**src/hdl/tlp_pkg.sv**
```systemverilog
// tlp_pkg: shared types, codes and character helpers for the telemetry line parser.
// Used by tlp_parser and telemetry_line_parser; depends on nothing.
`timescale 1ns / 1ps

package tlp_pkg;

    localparam int NUM_VALUES = 12;
    localparam int IDX_W      = 4;

    localparam logic       ACTION_BYTE = 1'b0;
    localparam logic       ACTION_READ = 1'b1;
    localparam logic [7:0] CHAR_CR     = 8'h0D;
    localparam logic [7:0] CHAR_LF     = 8'h0A;
    localparam logic [7:0] CHAR_ZERO   = 8'h30;
    localparam logic [7:0] CHAR_B      = 8'h42;
    localparam logic [7:0] CHAR_C      = 8'h43;
    localparam logic [7:0] CHAR_R      = 8'h52;

    typedef enum logic [1:0] {
        KIND_UPDATE  = 2'd0,
        KIND_UNKNOWN = 2'd1,
        KIND_READ    = 2'd2
    } kind_t;

    // line-end event from the parser toward the value store
    typedef struct packed {
        logic             fire;
        kind_t            kind;
        logic [IDX_W-1:0] index;
    } line_evt_t;

    typedef struct packed {
        logic             known;
        logic [IDX_W-1:0] index;
    } tag_hit_t;

    function automatic logic is_alpha(input logic [7:0] c);
        return (c inside {[8'h41:8'h5A], [8'h61:8'h7A]});
    endfunction

    function automatic logic is_digit(input logic [7:0] c);
        return (c inside {[8'h30:8'h39]});
    endfunction

    // order B0 B1 B2 C0..C4 R0..R3
    function automatic tag_hit_t tag_lookup(input logic [7:0] letter, input logic [7:0] digit);
        tag_hit_t   hit;
        logic [7:0] d;
        hit.known = 1'b0;
        hit.index = '0;
        d = digit - CHAR_ZERO;
        if (is_digit(digit)) begin
            if (letter == CHAR_B && d <= 8'd2) begin
                hit.known = 1'b1;
                hit.index = d[IDX_W-1:0];
            end else if (letter == CHAR_C && d <= 8'd4) begin
                hit.known = 1'b1;
                hit.index = d[IDX_W-1:0] + 4'd3;
            end else if (letter == CHAR_R && d <= 8'd3) begin
                hit.known = 1'b1;
                hit.index = d[IDX_W-1:0] + 4'd8;
            end
        end
        return hit;
    endfunction

endpackage

```
**src/hdl/tlp_ram.sv**
```systemverilog
// tlp_ram: generic single-write, single-read RAM with registered read data.
// Standalone; no package dependency.
`timescale 1ns / 1ps

module tlp_ram #(
    parameter int WIDTH = 31,
    parameter int DEPTH = 12
) (
    input  logic                     aclk,
    input  logic                     we,
    input  logic [$clog2(DEPTH)-1:0] waddr,
    input  logic [WIDTH-1:0]         wdata,
    input  logic                     re,
    input  logic [$clog2(DEPTH)-1:0] raddr,
    output logic [WIDTH-1:0]         rdata
);

    logic [WIDTH-1:0] mem [DEPTH];
    logic [WIDTH-1:0] rdata_reg;

    always_ff @(posedge aclk) begin
        if (we) begin
            mem[waddr] <= wdata;
        end
        if (re) begin
            rdata_reg <= mem[raddr];
        end
    end

    assign rdata = rdata_reg;

endmodule

```
**src/hdl/tlp_parser.sv**
```systemverilog
// tlp_parser: per-line character state and decimal accumulation; flags a line-end event.
// Depends on tlp_pkg.
`timescale 1ns / 1ps

module tlp_parser #(
    parameter int VALUE_WIDTH = 31
) (
    input  logic                   aclk,
    input  logic                   aresetn,
    input  logic                   byte_en,
    input  logic [7:0]             rx_byte,
    output tlp_pkg::line_evt_t     evt,
    output logic [VALUE_WIDTH-1:0] evt_data
);

    localparam int WIDE_W = VALUE_WIDTH + 4;

    logic [2:0]             pos_reg, pos_next;
    logic [7:0]             letter_reg, letter_next;
    logic [7:0]             digit_reg, digit_next;
    logic [VALUE_WIDTH-1:0] acc_reg, acc_next;
    logic                   bad_reg, bad_next;
    logic                   last_digit_reg, last_digit_next;

    logic                   is_term;
    logic                   formed;
    logic                   c_digit;
    tlp_pkg::tag_hit_t      hit;
    logic [7:0]             d;
    logic [WIDE_W-1:0]      wide;

    assign is_term = (rx_byte == tlp_pkg::CHAR_CR) || (rx_byte == tlp_pkg::CHAR_LF);
    assign c_digit = tlp_pkg::is_digit(rx_byte);
    assign d       = rx_byte - tlp_pkg::CHAR_ZERO;
    assign formed  = (pos_reg >= 3'd4) && tlp_pkg::is_alpha(letter_reg)
                     && !tlp_pkg::is_alpha(digit_reg) && last_digit_reg;
    assign hit     = tlp_pkg::tag_lookup(letter_reg, digit_reg);

    // acc * 10 + digit, wide enough to see overflow
    assign wide = ({4'b0, acc_reg} << 3) + ({4'b0, acc_reg} << 1)
                  + {{(WIDE_W-4){1'b0}}, d[3:0]};

    always_comb begin
        evt.fire  = byte_en && is_term && formed && (!hit.known || !bad_reg);
        evt.kind  = hit.known ? tlp_pkg::KIND_UPDATE : tlp_pkg::KIND_UNKNOWN;
        evt.index = hit.known ? hit.index : '0;
        evt_data  = hit.known ? acc_reg : '0;
    end

    always_comb begin
        pos_next        = pos_reg;
        letter_next     = letter_reg;
        digit_next      = digit_reg;
        acc_next        = acc_reg;
        bad_next        = bad_reg;
        last_digit_next = last_digit_reg;
        if (byte_en) begin
            if (is_term) begin
                pos_next        = '0;
                letter_next     = '0;
                digit_next      = '0;
                acc_next        = '0;
                bad_next        = 1'b0;
                last_digit_next = 1'b0;
            end else begin
                if (pos_reg == 3'd0) begin
                    letter_next = rx_byte;
                end else if (pos_reg == 3'd1) begin
                    digit_next = rx_byte;
                end else if (pos_reg >= 3'd3) begin
                    if (!c_digit) begin
                        bad_next = 1'b1;
                    end else if (!bad_reg) begin
                        if (|wide[WIDE_W-1:VALUE_WIDTH]) begin
                            bad_next = 1'b1;
                        end else begin
                            acc_next = wide[VALUE_WIDTH-1:0];
                        end
                    end
                end
                last_digit_next = c_digit;
                if (pos_reg < 3'd4) begin
                    pos_next = pos_reg + 3'd1;
                end
            end
        end
    end

    always_ff @(posedge aclk) begin
        if (!aresetn) begin
            pos_reg        <= '0;
            letter_reg     <= '0;
            digit_reg      <= '0;
            acc_reg        <= '0;
            bad_reg        <= 1'b0;
            last_digit_reg <= 1'b0;
        end else begin
            pos_reg        <= pos_next;
            letter_reg     <= letter_next;
            digit_reg      <= digit_next;
            acc_reg        <= acc_next;
            bad_reg        <= bad_next;
            last_digit_reg <= last_digit_next;
        end
    end

endmodule

```
**src/hdl/telemetry_line_parser.sv**
```systemverilog
// telemetry_line_parser: top level; value store RAM, result stage and output register.
// Depends on tlp_pkg, tlp_parser and tlp_ram.
//
// Usage: each request on the s_ channel is either a received byte (s_action = 0)
// or a read of a stored value (s_action = 1). Bytes are cut into lines at CR or LF.
// A well-formed line with a known tag B0-B2, C0-C4, R0-R3 and an all-digit
// payload that fits in VALUE_WIDTH bits writes its value into the store and
// returns an update result; one with any other tag returns an unknown-tag result;
// all other lines give nothing. A read always returns one result with the
// stored value (zero past index 11). A result passes the result stage (which
// takes the registered RAM read) and then the output register to reach m_.
// Throughput: one request per cycle while m_ready is high; the rate is set by the
// single-port read of the value RAM, one access per request.
// Stall: with m_ready low the output register and the result stage each hold one
// result; s_ready drops only once both are full.
// Reset: aresetn (synchronous) clears line state and the per-entry valid bits,
// so all stored values read as zero at once; no clearing pass is needed.
`timescale 1ns / 1ps

module telemetry_line_parser #(
    parameter int VALUE_WIDTH = 31
) (
    input  logic                        aclk,
    input  logic                        aresetn,
    input  logic                        s_valid,
    output logic                        s_ready,
    input  logic                        s_action,
    input  logic [7:0]                  s_rx_byte,
    input  logic [tlp_pkg::IDX_W-1:0]   s_read_index,
    output logic                        m_valid,
    input  logic                        m_ready,
    output logic [1:0]                  m_result_kind,
    output logic [tlp_pkg::IDX_W-1:0]   m_value_index,
    output logic [VALUE_WIDTH-1:0]      m_value_data
);

    logic                        s_acc;
    logic                        byte_en;
    logic                        read_go;
    logic                        in_range;
    tlp_pkg::line_evt_t          evt;
    logic [VALUE_WIDTH-1:0]      evt_data;
    logic                        wr_en;
    logic [VALUE_WIDTH-1:0]      rdata;
    logic                        load_s1;
    logic                        advance;

    logic [tlp_pkg::NUM_VALUES-1:0] written_reg;

    logic                        s1_valid_reg;
    tlp_pkg::kind_t              s1_kind_reg;
    logic [tlp_pkg::IDX_W-1:0]   s1_index_reg;
    logic [VALUE_WIDTH-1:0]      s1_data_reg;
    logic                        s1_use_ram_reg;
    logic                        s1_ok_reg;

    logic                        m_valid_reg;
    tlp_pkg::kind_t              m_kind_reg;
    logic [tlp_pkg::IDX_W-1:0]   m_index_reg;
    logic [VALUE_WIDTH-1:0]      m_data_reg;

    assign s_acc    = s_valid && s_ready;
    assign byte_en  = s_acc && (s_action == tlp_pkg::ACTION_BYTE);
    assign read_go  = s_acc && (s_action == tlp_pkg::ACTION_READ);
    assign in_range = s_read_index < tlp_pkg::IDX_W'(tlp_pkg::NUM_VALUES);
    assign wr_en    = evt.fire && (evt.kind == tlp_pkg::KIND_UPDATE);
    assign load_s1  = evt.fire || read_go;
    assign advance  = s1_valid_reg && (!m_valid_reg || m_ready);
    assign s_ready  = !s1_valid_reg || advance;

    tlp_parser #(
        .VALUE_WIDTH(VALUE_WIDTH)
    ) u_parser (
        .aclk     (aclk),
        .aresetn  (aresetn),
        .byte_en  (byte_en),
        .rx_byte  (s_rx_byte),
        .evt      (evt),
        .evt_data (evt_data)
    );

    // writes and reads come from different requests, so never collide in a cycle
    tlp_ram #(
        .WIDTH(VALUE_WIDTH),
        .DEPTH(tlp_pkg::NUM_VALUES)
    ) u_store (
        .aclk  (aclk),
        .we    (wr_en),
        .waddr (evt.index),
        .wdata (evt_data),
        .re    (read_go && in_range),
        .raddr (s_read_index),
        .rdata (rdata)
    );

    always_ff @(posedge aclk) begin
        if (!aresetn) begin
            written_reg  <= '0;
            s1_valid_reg <= 1'b0;
            m_valid_reg  <= 1'b0;
        end else begin
            if (wr_en) begin
                written_reg[evt.index] <= 1'b1;
            end
            if (load_s1) begin
                s1_valid_reg <= 1'b1;
            end else if (advance) begin
                s1_valid_reg <= 1'b0;
            end
            if (advance) begin
                m_valid_reg <= 1'b1;
            end else if (m_ready) begin
                m_valid_reg <= 1'b0;
            end
        end
    end

    always_ff @(posedge aclk) begin
        if (load_s1) begin
            if (read_go) begin
                s1_kind_reg    <= tlp_pkg::KIND_READ;
                s1_index_reg   <= s_read_index;
                s1_data_reg    <= '0;
                s1_use_ram_reg <= 1'b1;
                s1_ok_reg      <= in_range && written_reg[s_read_index];
            end else begin
                s1_kind_reg    <= evt.kind;
                s1_index_reg   <= evt.index;
                s1_data_reg    <= evt_data;
                s1_use_ram_reg <= 1'b0;
                s1_ok_reg      <= 1'b0;
            end
        end
        if (advance) begin
            m_kind_reg  <= s1_kind_reg;
            m_index_reg <= s1_index_reg;
            if (s1_use_ram_reg) begin
                m_data_reg <= s1_ok_reg ? rdata : '0;
            end else begin
                m_data_reg <= s1_data_reg;
            end
        end
    end

    assign m_valid       = m_valid_reg;
    assign m_result_kind = m_kind_reg;
    assign m_value_index = m_index_reg;
    assign m_value_data  = m_data_reg;

endmodule
```
**config.mk**
```make
export PLATFORM = sky130hd
export DESIGN_NAME = telemetry_line_parser
export DESIGN_NICKNAME = d
export VERILOG_FILES = /design/src/hdl/tlp_pkg.sv /design/src/hdl/tlp_ram.sv /design/src/hdl/tlp_parser.sv /design/src/hdl/telemetry_line_parser.sv
export SDC_FILE = /design/constraint.sdc
export NUM_CORES = 1
export LEC_CHECK = 0
export BUFFER_PORTS_ARGS = -buffer_cell sky130_fd_sc_hd__buf_2
export CORE_ASPECT_RATIO = 1.5
export CORE_UTILIZATION = 53
export CTS_CLUSTER_SIZE = 8
export DETAILED_ROUTE_END_ITERATION = 7
export PLACE_DENSITY = 0.77
export SLEW_MARGIN = 20
export SYNTH_ARGS = -nofsm -noshare
export SYNTH_HDL_FRONTEND = slang
export SYNTH_SLANG_ARGS = --single-unit
```
**constraint.sdc**
```tcl
create_clock -name aclk -period 12.9 [get_ports aclk]
set_input_delay 1.935 -clock aclk [delete_from_list [all_inputs] [get_ports aclk]]
set_output_delay 1.935 -clock aclk [all_outputs]
set_load 0.01 [all_outputs]
```
; ---- Word level (Yosys, flattened, before mapping)
; Memories as Yosys holds them, arrays and structs flattened. A register that Yosys moved wholly into a read port is not among the register bits.
; Cells that the tools add are included.
[totals]
ff_bits = 142
latch_bits = 0
ramBits = 372
romBits = 0
input_bits = 17
output_inout_bits = 39
elab_cells = 152
mem_count = 1
[mem_list]
columns = name, depth, word_bits, read_ports, rd_ports_with_merged_regs, write_ports, line
row1 = u_store.mem, 12, 31, 1, 1, 1, tlp_ram.sv:18  ; logic [WIDTH-1:0] mem [DEPTH];
[classes]
add_sub_neg = 7
n_mul = 0
n_div = 0
order_cmp = 22
n_eq_ne = 10
n_shift = 0
n_mux = 43
bitwise_logic = 2
reduce_logical = 50
[op_table]
columns = op, count
row1 = 31-bit 2-to-1 mux, 10
row2 = 8-bit 2-to-1 mux, 5
row3 = 34-bit by 32-bit adder with 35-bit output, 1
row4 = 35-bit by 4-bit adder with 35-bit output, 1
row5 = "8-bit by 7-bit greater-or-equal comparator with 1-bit output, second input constant", 4
row6 = "8-bit by 7-bit less-or-equal comparator with 1-bit output, second input constant", 4
row7 = "8-bit by 7-bit equality test with 1-bit output, second input constant", 3
row8 = 1-bit logical AND, 23
row9 = 5-bit 2-to-1 mux, 4
row10 = 1-bit 2-to-1 mux, 18
row11 = 2-bit nonzero test, 9
row12 = "8-bit by 4-bit equality test with 1-bit output, second input constant", 2
row13 = "8-bit by 6-bit greater-or-equal comparator with 1-bit output, second input constant", 2
row14 = "8-bit by 2-bit less-or-equal comparator with 1-bit output, second input constant", 2
row15 = "8-bit by 6-bit less-or-equal comparator with 1-bit output, second input constant", 2
row16 = 12-bit OR, 1
row17 = "4-bit by 5-bit less-than comparator with 1-bit output, second input constant", 2
row18 = "8-bit by 3-bit less-or-equal comparator with 1-bit output, second input constant", 1
row19 = 4-bit 2-to-1 mux, 2
row20 = "8-bit by 6-bit subtractor with 8-bit output, second input constant", 1
row21 = 7-bit AND reduction, 1
row22 = 3-bit 2-to-1 mux, 2
row23 = "2-bit by 1-bit inequality test with 1-bit output, second input constant", 3
row24 = 1-bit zero test, 5
row25 = 21 further kinds, 26

; ---- Depth between registers and ports, before layout
; Gate-level depths: netlist of run 1.
[depth]
word_depth = 13
ltp_mapped = 15
depth_no_buf = 13

; ---- Modules after synthesis
; Synthesis of run 1 repeated with hierarchy kept, for this count alone.
[hier_totals]
cells_unflattened = 1543
hier_area_um2 = 23689.0
[by_module_without_submodules]
columns = mod, instances, cells_each, area_per_inst_um2, seq_area_each_um2
row1 = tlp_ram, 1, 644, 15113.2, 12101.6
row2 = tlp_parser, 1, 611, 4933.5, 1041.0
row3 = telemetry_line_parser, 1, 288, 3642.2, 2562.5

; ---- Worst setup path after synthesis of run 1
; Ideal clock, no wire load.
[synth_path]
kind = input to register
start = input port s_rx_byte[0]
end = memory u_store.mem[10][0] (enable)
setup_time_ns = 0.460
arrival_time_ns = 5.490
t_required_ns = 12.440
slack_ns = 6.949
path_stages = 8
path_buffers = 1
path_cell_list = nand2b_1 o22ai_1 and4_1 clkbuf_1 o2111ai_1 a211o_1 or2_1 nor3_1
[synth_via]
elab_chain_len = 8
word_cells_on_any_way = 9
cone_classes = eq/ne (2) / mux (2) / reduce/logical (5)
[synth_rtl]
columns = element, line
row1 = from (decl), telemetry_line_parser.sv:28  ; input logic [7:0] s_rx_byte,
row2 = 8-bit by 4-bit equality test with 1-bit output, tlp_parser.sv:32  ; assign is_term = (rx_byte == tlp_pkg::CHAR_CR) || (rx_byte == tlp_pkg::CHAR_LF);
row3 = 1-bit logical OR *, tlp_parser.sv:32
row4 = 1-bit logical AND * (3 in series), tlp_parser.sv:44  ; evt.fire = byte_en && is_term && formed && (!hit.known || !bad_reg);
row5 = 1-bit logical AND *, telemetry_line_parser.sv:66  ; assign wr_en = evt.fire && (evt.kind == tlp_pkg::KIND_UPDATE);
row6 = 1-bit 2-to-1 mux *, tlp_ram.sv:22  ; if (we) begin
row7 = 1-bit 2-to-1 mux (implied by the code) *, tlp_ram.sv:23  ; mem[waddr] <= wdata;
row8 = to (decl), tlp_ram.sv:18
; Every way passes the cells marked *; elsewhere a longest branch is shown, timed or not.

; ---- Worst setup path after layout of run 1
[layout_path]
start = input port s_rx_byte[3]
end = register u_parser.acc_reg[23]
[layout_via]
elab_chain_len = 9
word_cells_on_any_way = 23
cone_classes = add/sub (2) / order compare (2) / eq/ne (6) / mux (7) / reduce/logical (6)
[layout_rtl]
columns = element, line
row1 = 4-bit by 1-bit subtractor with 4-bit output, tlp_parser.sv:34  ; assign d = rx_byte - tlp_pkg::CHAR_ZERO;
row2 = 35-bit by 4-bit adder with 35-bit output, tlp_parser.sv:41  ; + {{(WIDE_W-4){1'b0}}, d[3:0]};
row3 = 31-bit 2-to-1 mux, tlp_parser.sv:74  ; if (|wide[WIDE_W-1:VALUE_WIDTH]) begin
row4 = 31-bit 2-to-1 mux, tlp_parser.sv:73  ; end else if (!bad_reg) begin
row5 = 31-bit 2-to-1 mux, tlp_parser.sv:71  ; if (!c_digit) begin
row6 = 31-bit 2-to-1 mux, tlp_parser.sv:70  ; end else if (pos_reg >= 3'd3) begin
row7 = 31-bit 2-to-1 mux, tlp_parser.sv:68  ; end else if (pos_reg == 3'd1) begin
row8 = 31-bit 2-to-1 mux, tlp_parser.sv:66  ; if (pos_reg == 3'd0) begin
row9 = 31-bit 2-to-1 mux, tlp_parser.sv:58  ; if (is_term) begin
row10 = to (signal assigned), tlp_parser.sv:101  ; acc_reg <= acc_next;
row11 = to (decl), tlp_parser.sv:21  ; logic [VALUE_WIDTH-1:0] acc_reg, acc_next;
; Several ways; a longest one is shown, not always the timed one. The select of a mux whose other input is x is not followed.
; A chain may end at the register's enable or synchronous reset.

==> results by group, run 1 <==
Timing
  • Hold slack: 0.430 ns
  • Max-Slew Margin vs Limit: 0.330
  • Setup violation total in the final timing report: 0
  • Worst Skew: 0.0157 ns
  • Worst setup margin: 7.47 ns
  • Max Slew Vio Count: 0
  • Max frequency: 184 MHz
  • Setup tns final: 0 ns
  • Final Hold Vio Count: 0
  • RSZ-0062 raised after global routing: false
  • Period minus WS final: 5.43 ns
  • Tcrit/Tclk final: 0.421
  • Slew at the pin closest to its max-slew limit: 1.00 ns

Floorplan
  • Die H: 261 um
  • Core ar.: 44,000 sq um
  • Die ar.: 45,700 sq um
  • Initial Util: 0.540
  • Io pins: 56
  • Die width: 175 um
  • Row Count: 94

Drt
  • DRT iter0 DRCs: 1,262
  • Drt wl/cell: 24.2 um
  • Residual DRC count: 0
  • Routed via count: 13,993
  • Total Wirelength: 54,600 um
  • Metal2 WL: 28,300 um
  • Drt pass-1 iters: 6
  • DR top layer: met4
  • Vias/cell: 6.21
  • WL met3: 3960 um
  • DRT met1 WL: 20,600 um
  • Post-DRT Antenna Nets: 0

Min path
  • Worst Hold Class: flip-flop to flip-flop
  • Hold path depth: 0
  • Worst hold start: s1_kind_reg[1]$_SDFFCE_PP1P_

Clocking
  • Resized Gates After CTS: 0
  • H-tree depth reported by CTS: 3
  • CTS clk-pin slew, worst paths: 0.05 ns
  • Worst skew pair latency: 0.59 ns
  • TritonCTS clock tree: built
  • Number of post-CTS setup repair buffers: 0
  • Clock Tree Root: clkbuf_16
  • CTS sink count: 545
  • Number of buffers created by CTS: 78
  • Worst-case clock buffer depth: 3
  • Post-CTS Hold Fix Bufs: 0

Yosys
  • Yosys warns: 0
  • Yosys cell types: 82
  • Post-synthesis register bit count: 545
  • Post-Synthesis Cells: 1,560
  • Syn_nets: 1,655
  • Number of synthesized flops with an enable pin: 479
  • Dominant synthesized flop cell: edfxtp_1
  • Syn_area_per_cell: 15.2 sq um
  • Async SR Flop Fraction: 0
  • Post-synthesis cell area: 23,700 sq um
  • Sequential element share of the synthesized area: 0.661

Run
  • Max-cap violation count: 0

Layout
  • Antenna cell count: 0
  • Max reg flops: 372
  • Storage cell area: 15,700 sq um
  • Filler cells: 3,160
  • Post-route cell area: 26,900 sq um
  • Final core occ: 0.611
  • Proportion of layout cells with a drive suffix above 1: 0.180
  • Fin cells: 2,252
  • Area growth, synth to finish: 13.2%
  • Nets: 1,738
  • Multi-input combinational cell area: 7500 sq um
  • Top reg by flops: u_store.mem

Placement
  • DP Worst Slack: 6.94 ns
  • Post-DP Area: 24,600 sq um
  • DP HPWL: 30,100 um
  • IO buf count: 55
  • Placed cell count: 2,139
  • Final GP Congestion: 0.877

Global routing
  • First-pass GRT wire length: 83,600 um
  • Vias in the first global route: 14,320
  • GRT Total Usage: 0.245
  • Initial antenna violation count: 0
  • Largest net degree at the start of global routing: 67
  • Grt total ovfl: 0

Power
  • Overall power: 3.87 mW
  • VDD IR-drop max: 0.101 mV
  • Leak: 10.6 nW
  • Total power per unit cell area: 144 nW/um^2

Setup path
  • Required time worst endpoint: 13.36 ns
  • Critical path class: primary input to flip-flop
  • Worst reg-to-reg path cell count: 11
  • CP max FO: 10
  • CP startpoint kind: primary input
  • CP Capture Type: flip-flop
  • CP arrival: 5.89 ns
  • Worst reg2reg path startpoint: u_parser.digit_reg[5]$_SDFFE_PN0P_
  • Setup crit start: s_rx_byte[3]

Run status
  • Outcome: finished clean
==> power by group <==
group	switching [mW]	leakage, nW	internal [mW]	total, mW
Clock	0.697	1.09	1.18	1.87
Sequential	0.00431	5.83	1.91	1.91
Combinational	0.0571	3.68	0.0266	0.0837
Total	0.758	10.6	3.11	3.87
==> worst max-delay path, cell delays in order <==
cell and delay [ns]:
buf_2 0.13, inv_1 0.07, fa_1 0.59, inv_1 0.06, ha_1 0.29, a21o_2 0.23, a21oi_1 0.12, o21ai_0 0.15
a221oi_2 0.51, o211ai_1 0.19, xor2_1 0.19, nor2_1 0.17, nand4_1 0.62, buf_4 0.46, mux2i_1 0.15
==> cells in the mapped netlist, types with 5 or more instances <==
cell      count  share of area
a22oi_1       9         0.0028
buf_1        12         0.0019
mux2i_1      58          0.024
mux4_2       96          0.091
nor2b_1      12         0.0032
nor2_1       58         0.0092
nand4_1      12         0.0032
inv_1        66          0.010
ha_1         76          0.040
a22o_1       11         0.0041
o21a_1       18         0.0057
nand2b_1      7         0.0018
o21bai_1      6         0.0019
edfxtp_1    479           0.61
o211ai_1      6         0.0019
dfxtp_1      66          0.056
a31oi_1       5         0.0013
o21ai_0      91          0.019
and3_1       32         0.0084
xnor2_1      12         0.0044
and2_1       31         0.0082
clkbuf_1     51         0.0081
a21o_1       10         0.0032
nand2_1     138          0.022
nand3_1      13         0.0027
a21oi_1      55          0.012
nor3_1       20         0.0042
xor2_1       15         0.0055
==> cell type report <==
cell class	count	area share
clock buffers	110	0.0814
clock inverters	3	0.00233
inverters	66	0.00921
multi-input cells	872	0.279
flip-flops and latches	545	0.584
well taps	576	0.0268
repair buffers	80	0.0175
==> path summary, 6_finish.rpt <==
| kind | end | slack, ns |
|---|---|---|
| hold reg to reg | m_result_kind[1]$_DFFE_PP_ | 0.43 |
| setup / recovery | u_parser.acc_reg[23]$_SDFFE_PN0P_ | 7.47 |
| hold / removal | m_result_kind[1]$_DFFE_PP_ | 0.43 |
| setup reg to reg | u_store.mem[11][15]$_DFFE_PP_ | 8.12 |
==> cell usage in the layout, fill, tap and decap left out, types with 4 or more instances in the layout <==
master / n
nor2_4: 4
a211o_1: 4
mux4_2: 96
clkbuf_16: 83
nand4_1: 12
o211ai_1: 6
xor2_1: 15
and3_1: 32
a21boi_0: 4
mux2i_1: 58
o31ai_1: 4
o21ai_0: 91
and2_1: 30
nor2_1: 54
or3_1: 4
buf_4: 26
clkbuf_1: 26
inv_1: 66
o21a_1: 18
nor2b_1: 11
a211oi_1: 4
xnor2_1: 12
ha_1: 76
nand3_1: 13
a21oi_1: 54
a22o_1: 11
buf_2: 53
a31oi_1: 5
nand2b_1: 7
a21o_1: 10
nor3_1: 13
o21bai_1: 6
a22oi_1: 9
dfxtp_1: 66
nand2_1: 137
nor3_2: 7
edfxtp_1: 479
==> routing by layer <==
| metal | track usage | vias up |
|---|---|---|
| met2 | 0.436 | 672 |
| met1 | 0.298 | 7056 |
| met5 | 0 | - |
| met4 | 0.0981 | 0 |
| li1 | - | 6143 |
| met3 | 0.0370 | 122 |
==> logic make-up (layout without fill, tap and decap cells) <==
| family | count (synthesis) | after routing | synth area share |
|---|---|---|---|
| buffers and inverters | 143 | 259 | 0.0270 |
| and+or+nand+nor | 353 | 353 | 0.0723 |
| AOI/OAI and AO/OA | 259 | 259 | 0.0715 |
| xor gates and xnor gates | 28 | 28 | 0.0106 |
| DFF | 545 | 545 | 0.661 |
| adders and majority gates | 78 | 78 | 0.0417 |
| muxes | 154 | 154 | 0.115 |
Power figures use the tool's default switching activity.
==> inputs of run 2 (changes only) <==
- clock period: 12.9 -> 5 ns (I/O delays scaled with it)
==> results by group, run 2 (synthesis gave the netlist of run 1 again) <==
Timing
  • Worst Skew: 0.0216 ns
  • RSZ-0062 raised after global routing: false
  • Setup tns final: 0 ns
  • Final Hold Vio Count: 0
  • Max Slew Vio Count: 0
  • Period minus WS final: 3.95 ns
  • Slew at the pin closest to its max-slew limit: 0.931 ns
  • Tcrit/Tclk final: 0.791
  • Max-Slew Margin vs Limit: 0.379
  • Setup violation total in the final timing report: 0
  • Max frequency: 253 MHz

Layout
  • Antenna cell count: 0
  • Nets: 1,742
  • Top reg by flops: u_store.mem
  • Most frequent cells in the layout: 479 x edfxtp_1, 137 x nand2_1, 96 x mux4_2
  • Area growth, synth to finish: 13.2%
  • Post-route cell area: 26,900 sq um
  • Most common cell after layout, fill and taps aside: edfxtp_1
  • Proportion of layout cells with a drive suffix above 1: 0.182
  • Max reg flops: 372

Clocking
  • Number of buffers created by CTS: 78
  • Clock Tree Root: clkbuf_16
  • Resized Gates After CTS: 0
  • H-tree depth reported by CTS: 3
  • Post-CTS Hold Fix Bufs: 0
  • CTS clk-pin slew, worst paths: 0.05 ns
  • Number of post-CTS setup repair buffers: 0
  • Worst skew pair latency: 0.59 ns
  • Worst-case clock buffer depth: 3
  • TritonCTS clock tree: built
  • CTS sink count: 545

Setup path
  • Required time worst endpoint: 5.20 ns
  • Worst reg-to-reg path cell count: 10
  • CP startpoint kind: flip-flop
  • Critical path class: flip-flop to flip-flop
  • Slowest stage cell, crit path: o21ai_1
  • CP arrival: 4.16 ns
  • CP max stage delay: 0.62 ns
  • CP Capture Type: flip-flop
  • Crit path cell chain: ha_1 > nor2b_1 > a211oi_1 > nor4b_1 > o211ai_1 > a21oi_1 > o21ai_1 > nand2_1 > nor2_4 > buf_4
  • CP max FO: 32

Drt
  • Drt pass-1 iters: 5
  • DRT iter0 DRCs: 1,223
  • Routed via count: 13,946
  • Vias/cell: 6.19
  • Residual DRC count: 0
  • Drt wl/cell: 24.2 um
  • Post-DRT Antenna Nets: 0
  • Total Wirelength: 54,600 um

Placement
  • IO buf count: 55
  • DP HPWL: 30,500 um
  • Post-DP Area: 24,700 sq um
  • Final GP Congestion: 0.882

Min path
  • Hold path depth: 0
  • Worst Hold Class: flip-flop to flip-flop

Floorplan
  • Row Count: 94
  • Die ar.: 45,700 sq um
  • Die width: 175 um
  • Initial Util: 0.540
  • Die H: 261 um
  • Io pins: 56
  • Core ar.: 44,000 sq um

Power
  • Comb pwr share: 0.022
  • Clock share of power: 0.478
  • P_int: 7.90 mW
  • P_sw: 1.97 mW
  • Switching part of the total: 0.200
  • Total power per unit cell area: 367 nW/um^2
  • Leak: 10.6 nW
  • VDD IR-drop max: 0.211 mV
  • Reg power frac: 0.500

Global routing
  • Initial antenna violation count: 0
  • Grt total ovfl: 0
  • Largest net degree at the start of global routing: 62
  • GRT Total Usage: 0.245
  • Vias in the first global route: 14,499
  • First-pass GRT wire length: 83,400 um

Run status
  • Outcome: finished clean

Run
  • Max-cap violation count: 0
[run 2: path summary, 6_finish.rpt]
kind,start,endpoint,slack (ns)
setup reg to reg,u_parser.digit_reg[5]$_SDFFE_PN0P_,u_store.mem[4][28]$_DFFE_PP_,1.05
hold reg to reg,s1_index_reg[1]$_DFFE_PP_,m_value_index[1]$_DFFE_PP_,0.42
hold / removal,s1_index_reg[1]$_DFFE_PP_,m_value_index[1]$_DFFE_PP_,0.42
setup / recovery,u_parser.digit_reg[5]$_SDFFE_PN0P_,u_store.mem[4][28]$_DFFE_PP_,1.05
[run 2: power groups by stage]
stage | Sequential, mW | Combinational (mW) | Clock (mW)
2_1_floorplan | 5.02 | 0.137 | 0
3_3_place_gp | 5.02 | 0.217 | 0
3_5_place_dp | 5.02 | 0.220 | 0
4_1_cts | 4.93 | 0.220 | 4.77
5_1_grt | 4.93 | 0.234 | 4.94
6_report | 4.93 | 0.219 | 4.72
[run 2: layer usage]
metal	GRT usage	wire, um
met1	0.292	20000
met2	0.432	28300
met3	0.0412	4080
met4	0.114	2190
met5	0	0
[run 2: through the flow]
step	util	power [mW]	worst slack, ns	std cells	hold WS (ns)
final	0.611	9.87	1.05	2253	0.417
after detailed placement	0.562	5.24	0.660	2143	0.405
after global routing	0.611	10.1	0.650	2253	0.422
after floorplan	-	5.16	0.000923	1560	0.400
after CTS	0.611	9.93	0.988	2253	0.416
after global placement	0.562	5.23	0.742	2143	0.406
[run 2: worst max-delay path, delay by kind of cell, from the launching register on]
kind / cells / cell delay [ns]
simple gates: 4 / 0.72
flops: 1 / 0.53
compound gates: 4 / 1.47
buf+inv: 1 / 0.52
fa+ha+maj: 1 / 0.30
[run 2: cell type report]
type / instances / area, sq um
fillers: 3124 / 17100
clock buffers: 105 / 2120
well taps: 576 / 721
inverters: 66 / 248
flip-flops and latches: 545 / 15700
repair buffers: 84 / 539
multi-input cells: 872 / 7500
clock inverters: 5 / 51.3
==> inputs of run 3 (changes only) <==
- PLACE_DENSITY: 0.77 -> 0.8
- clock period: 5 -> 3.4 ns (I/O delays scaled with it)
==> results by group, run 3 (synthesis gave the netlist of run 1 again) <==
Setup path
  • CP arrival: 3.87 ns
  • CP startpoint kind: flip-flop
  • CP max stage delay: 0.55 ns
  • Setup crit start: u_parser.acc_reg[2]$_SDFFE_PN0P_
  • Critical path class: flip-flop to flip-flop
  • Worst reg2reg path startpoint: u_parser.acc_reg[2]$_SDFFE_PN0P_
  • CP max FO: 6
  • Crit path cell chain: inv_2 > fa_1 > inv_2 > ha_4 > a21o_4 > nand4_1 > a211oi_2 > o2111ai_2 > a2111oi_4 > o211ai_2 > a211oi_2 > a31oi_2 > buf_6 > a22o_1
  • Required time worst endpoint: 3.86 ns
  • CP Capture Type: flip-flop
  • Slowest stage cell, crit path: fa_1

Clocking
  • TritonCTS clock tree: built
  • Number of buffers created by CTS: 78
  • Worst skew pair latency: 0.58 ns
  • Clock Tree Root: clkbuf_16
  • Worst-case clock buffer depth: 3
  • H-tree depth reported by CTS: 3
  • CTS sink count: 545
  • CTS clk-pin slew, worst paths: 0.05 ns
  • Post-CTS Hold Fix Bufs: 0

Drt
  • Residual DRC count: 0
  • Total Wirelength: 57,900 um
  • Vias/cell: 6.16
  • Drt pass-1 iters: 6
  • DRT iter0 DRCs: 1,310
  • Post-DRT Antenna Nets: 0
  • Drt wl/cell: 24.5 um
  • Routed via count: 14,601

Min path
  • Worst Hold Class: primary input to flip-flop
  • Worst hold start: s_rx_byte[7]

Run
  • Max-cap violation count: 0

Layout
  • Proportion of layout cells with a drive suffix above 1: 0.247
  • Max reg flops: 372
  • Fin cells: 2,369
  • Multi-input combinational cell area: 7680 sq um
  • Top reg by flops: u_store.mem
  • Nets: 1,846
  • Area growth, synth to finish: 18.4%
  • Most frequent cells in the layout: 479 x edfxtp_1, 136 x nand2_1, 112 x buf_4
  • Antenna cell count: 0
  • Storage cell area: 15,700 sq um
  • Post-route cell area: 28,100 sq um
  • Most common cell after layout, fill and taps aside: edfxtp_1
  • Filler cells: 2,968

Floorplan
  • Die H: 261 um
  • Row Count: 94
  • Die width: 175 um
  • Initial Util: 0.540
  • Die ar.: 45,700 sq um
  • Io pins: 56
  • Core ar.: 44,000 sq um

Timing
  • Final Hold Vio Count: 0
  • Tcrit/Tclk final: 1.00
  • Setup violation total in the final timing report: 3
  • RSZ-0062 raised after global routing: true
  • Slew at the pin closest to its max-slew limit: 0.839 ns
  • Max Slew Vio Count: 0
  • Max frequency: 294 MHz
  • Setup tns final: -0.0131 ns
  • Period minus WS final: 3.41 ns
  • Worst setup margin: -0.00573 ns
  • Worst Skew: 0.0241 ns
  • Max-Slew Margin vs Limit: 0.440

Run status
  • Failing checks: setup timing
  • Outcome: finished, violations left

Power
  • VDD IR-drop max: 0.355 mV
  • Leak: 11.2 nW
  • Total power per unit cell area: 519 nW/um^2

Placement
  • Final GP Congestion: 0.915
  • Post-DP Area: 25,700 sq um
  • DP HPWL: 33,400 um
  • IO buf count: 55
  • Placed cell count: 2,234

Global routing
  • Vias in the first global route: 15,300
  • Largest net degree at the start of global routing: 59
  • GRT Total Usage: 0.257
  • Grt total ovfl: 0
  • Initial antenna violation count: 1
  • First-pass GRT wire length: 87,300 um
## run 3: what timing repair did
action / 4_1_cts / 5_1_grt
buffers inserted: 7 / 4
gates cloned: 1 / 1
resized for setup: 20 / 8
setup endpoints to repair: 30 / 186
pin swaps: 27 / 11
## run 3: where the power goes
| part | switching [mW] | internal (mW) | total [mW] |
|---|---|---|---|
| clock network | 2.70 | 4.27 | 6.97 |
| registers | 0.0177 | 7.24 | 7.26 |
| logic | 0.228 | 0.125 | 0.353 |
## run 3: worst max-delay path: cells and delay by family (launching register included)
family / cells / cell delay, ns
compound gates: 8 / 1.74
buf+inv: 3 / 0.27
fa+ha+maj: 2 / 0.81
simple gates: 1 / 0.14
flops: 1 / 0.34
## run 3: worst paths after layout
path / to / slack [ns] / depth (start not counted)
min reg2reg: m_value_index[1]$_DFFE_PP_ / 0.43 / 0
min: u_parser.letter_reg[7]$_SDFFE_PN0P_ / 0.23 / 3
max reg2reg: u_parser.acc_reg[9]$_SDFFE_PN0P_ / -0.006 / 14
max: u_parser.acc_reg[9]$_SDFFE_PN0P_ / -0.006 / 14
## run 3: layer usage
layer / track usage / part of all wire
met2: 0.463 / 0.52
met1: 0.298 / 0.36
met5: 0 / 0.00024
met4: 0.124 / 0.047
met3: 0.0396 / 0.073
## run 3: area by class of cell
type                       instances  area share
timing repair buffer             188      0.0550
clock buffer                     117      0.0758
sequential                       545       0.559
clock inverter                     5     0.00205
tap                              576      0.0256
inverter                          66     0.00890
multi-input combinational        872       0.273
## run 3: metrics by stage
step                      utilization  hold slack (ns)  setup slack [ns]  total power [mW]
after global placement          0.584            0.401            -0.260              7.72
after floorplan                     -            0.400            -0.261              7.59
final                           0.639            0.228          -0.00573              14.6
after CTS                       0.637            0.210           -0.0292              14.6
after detailed placement        0.584            0.406            -0.435              7.73
after global routing            0.639            0.249            -0.145              14.9
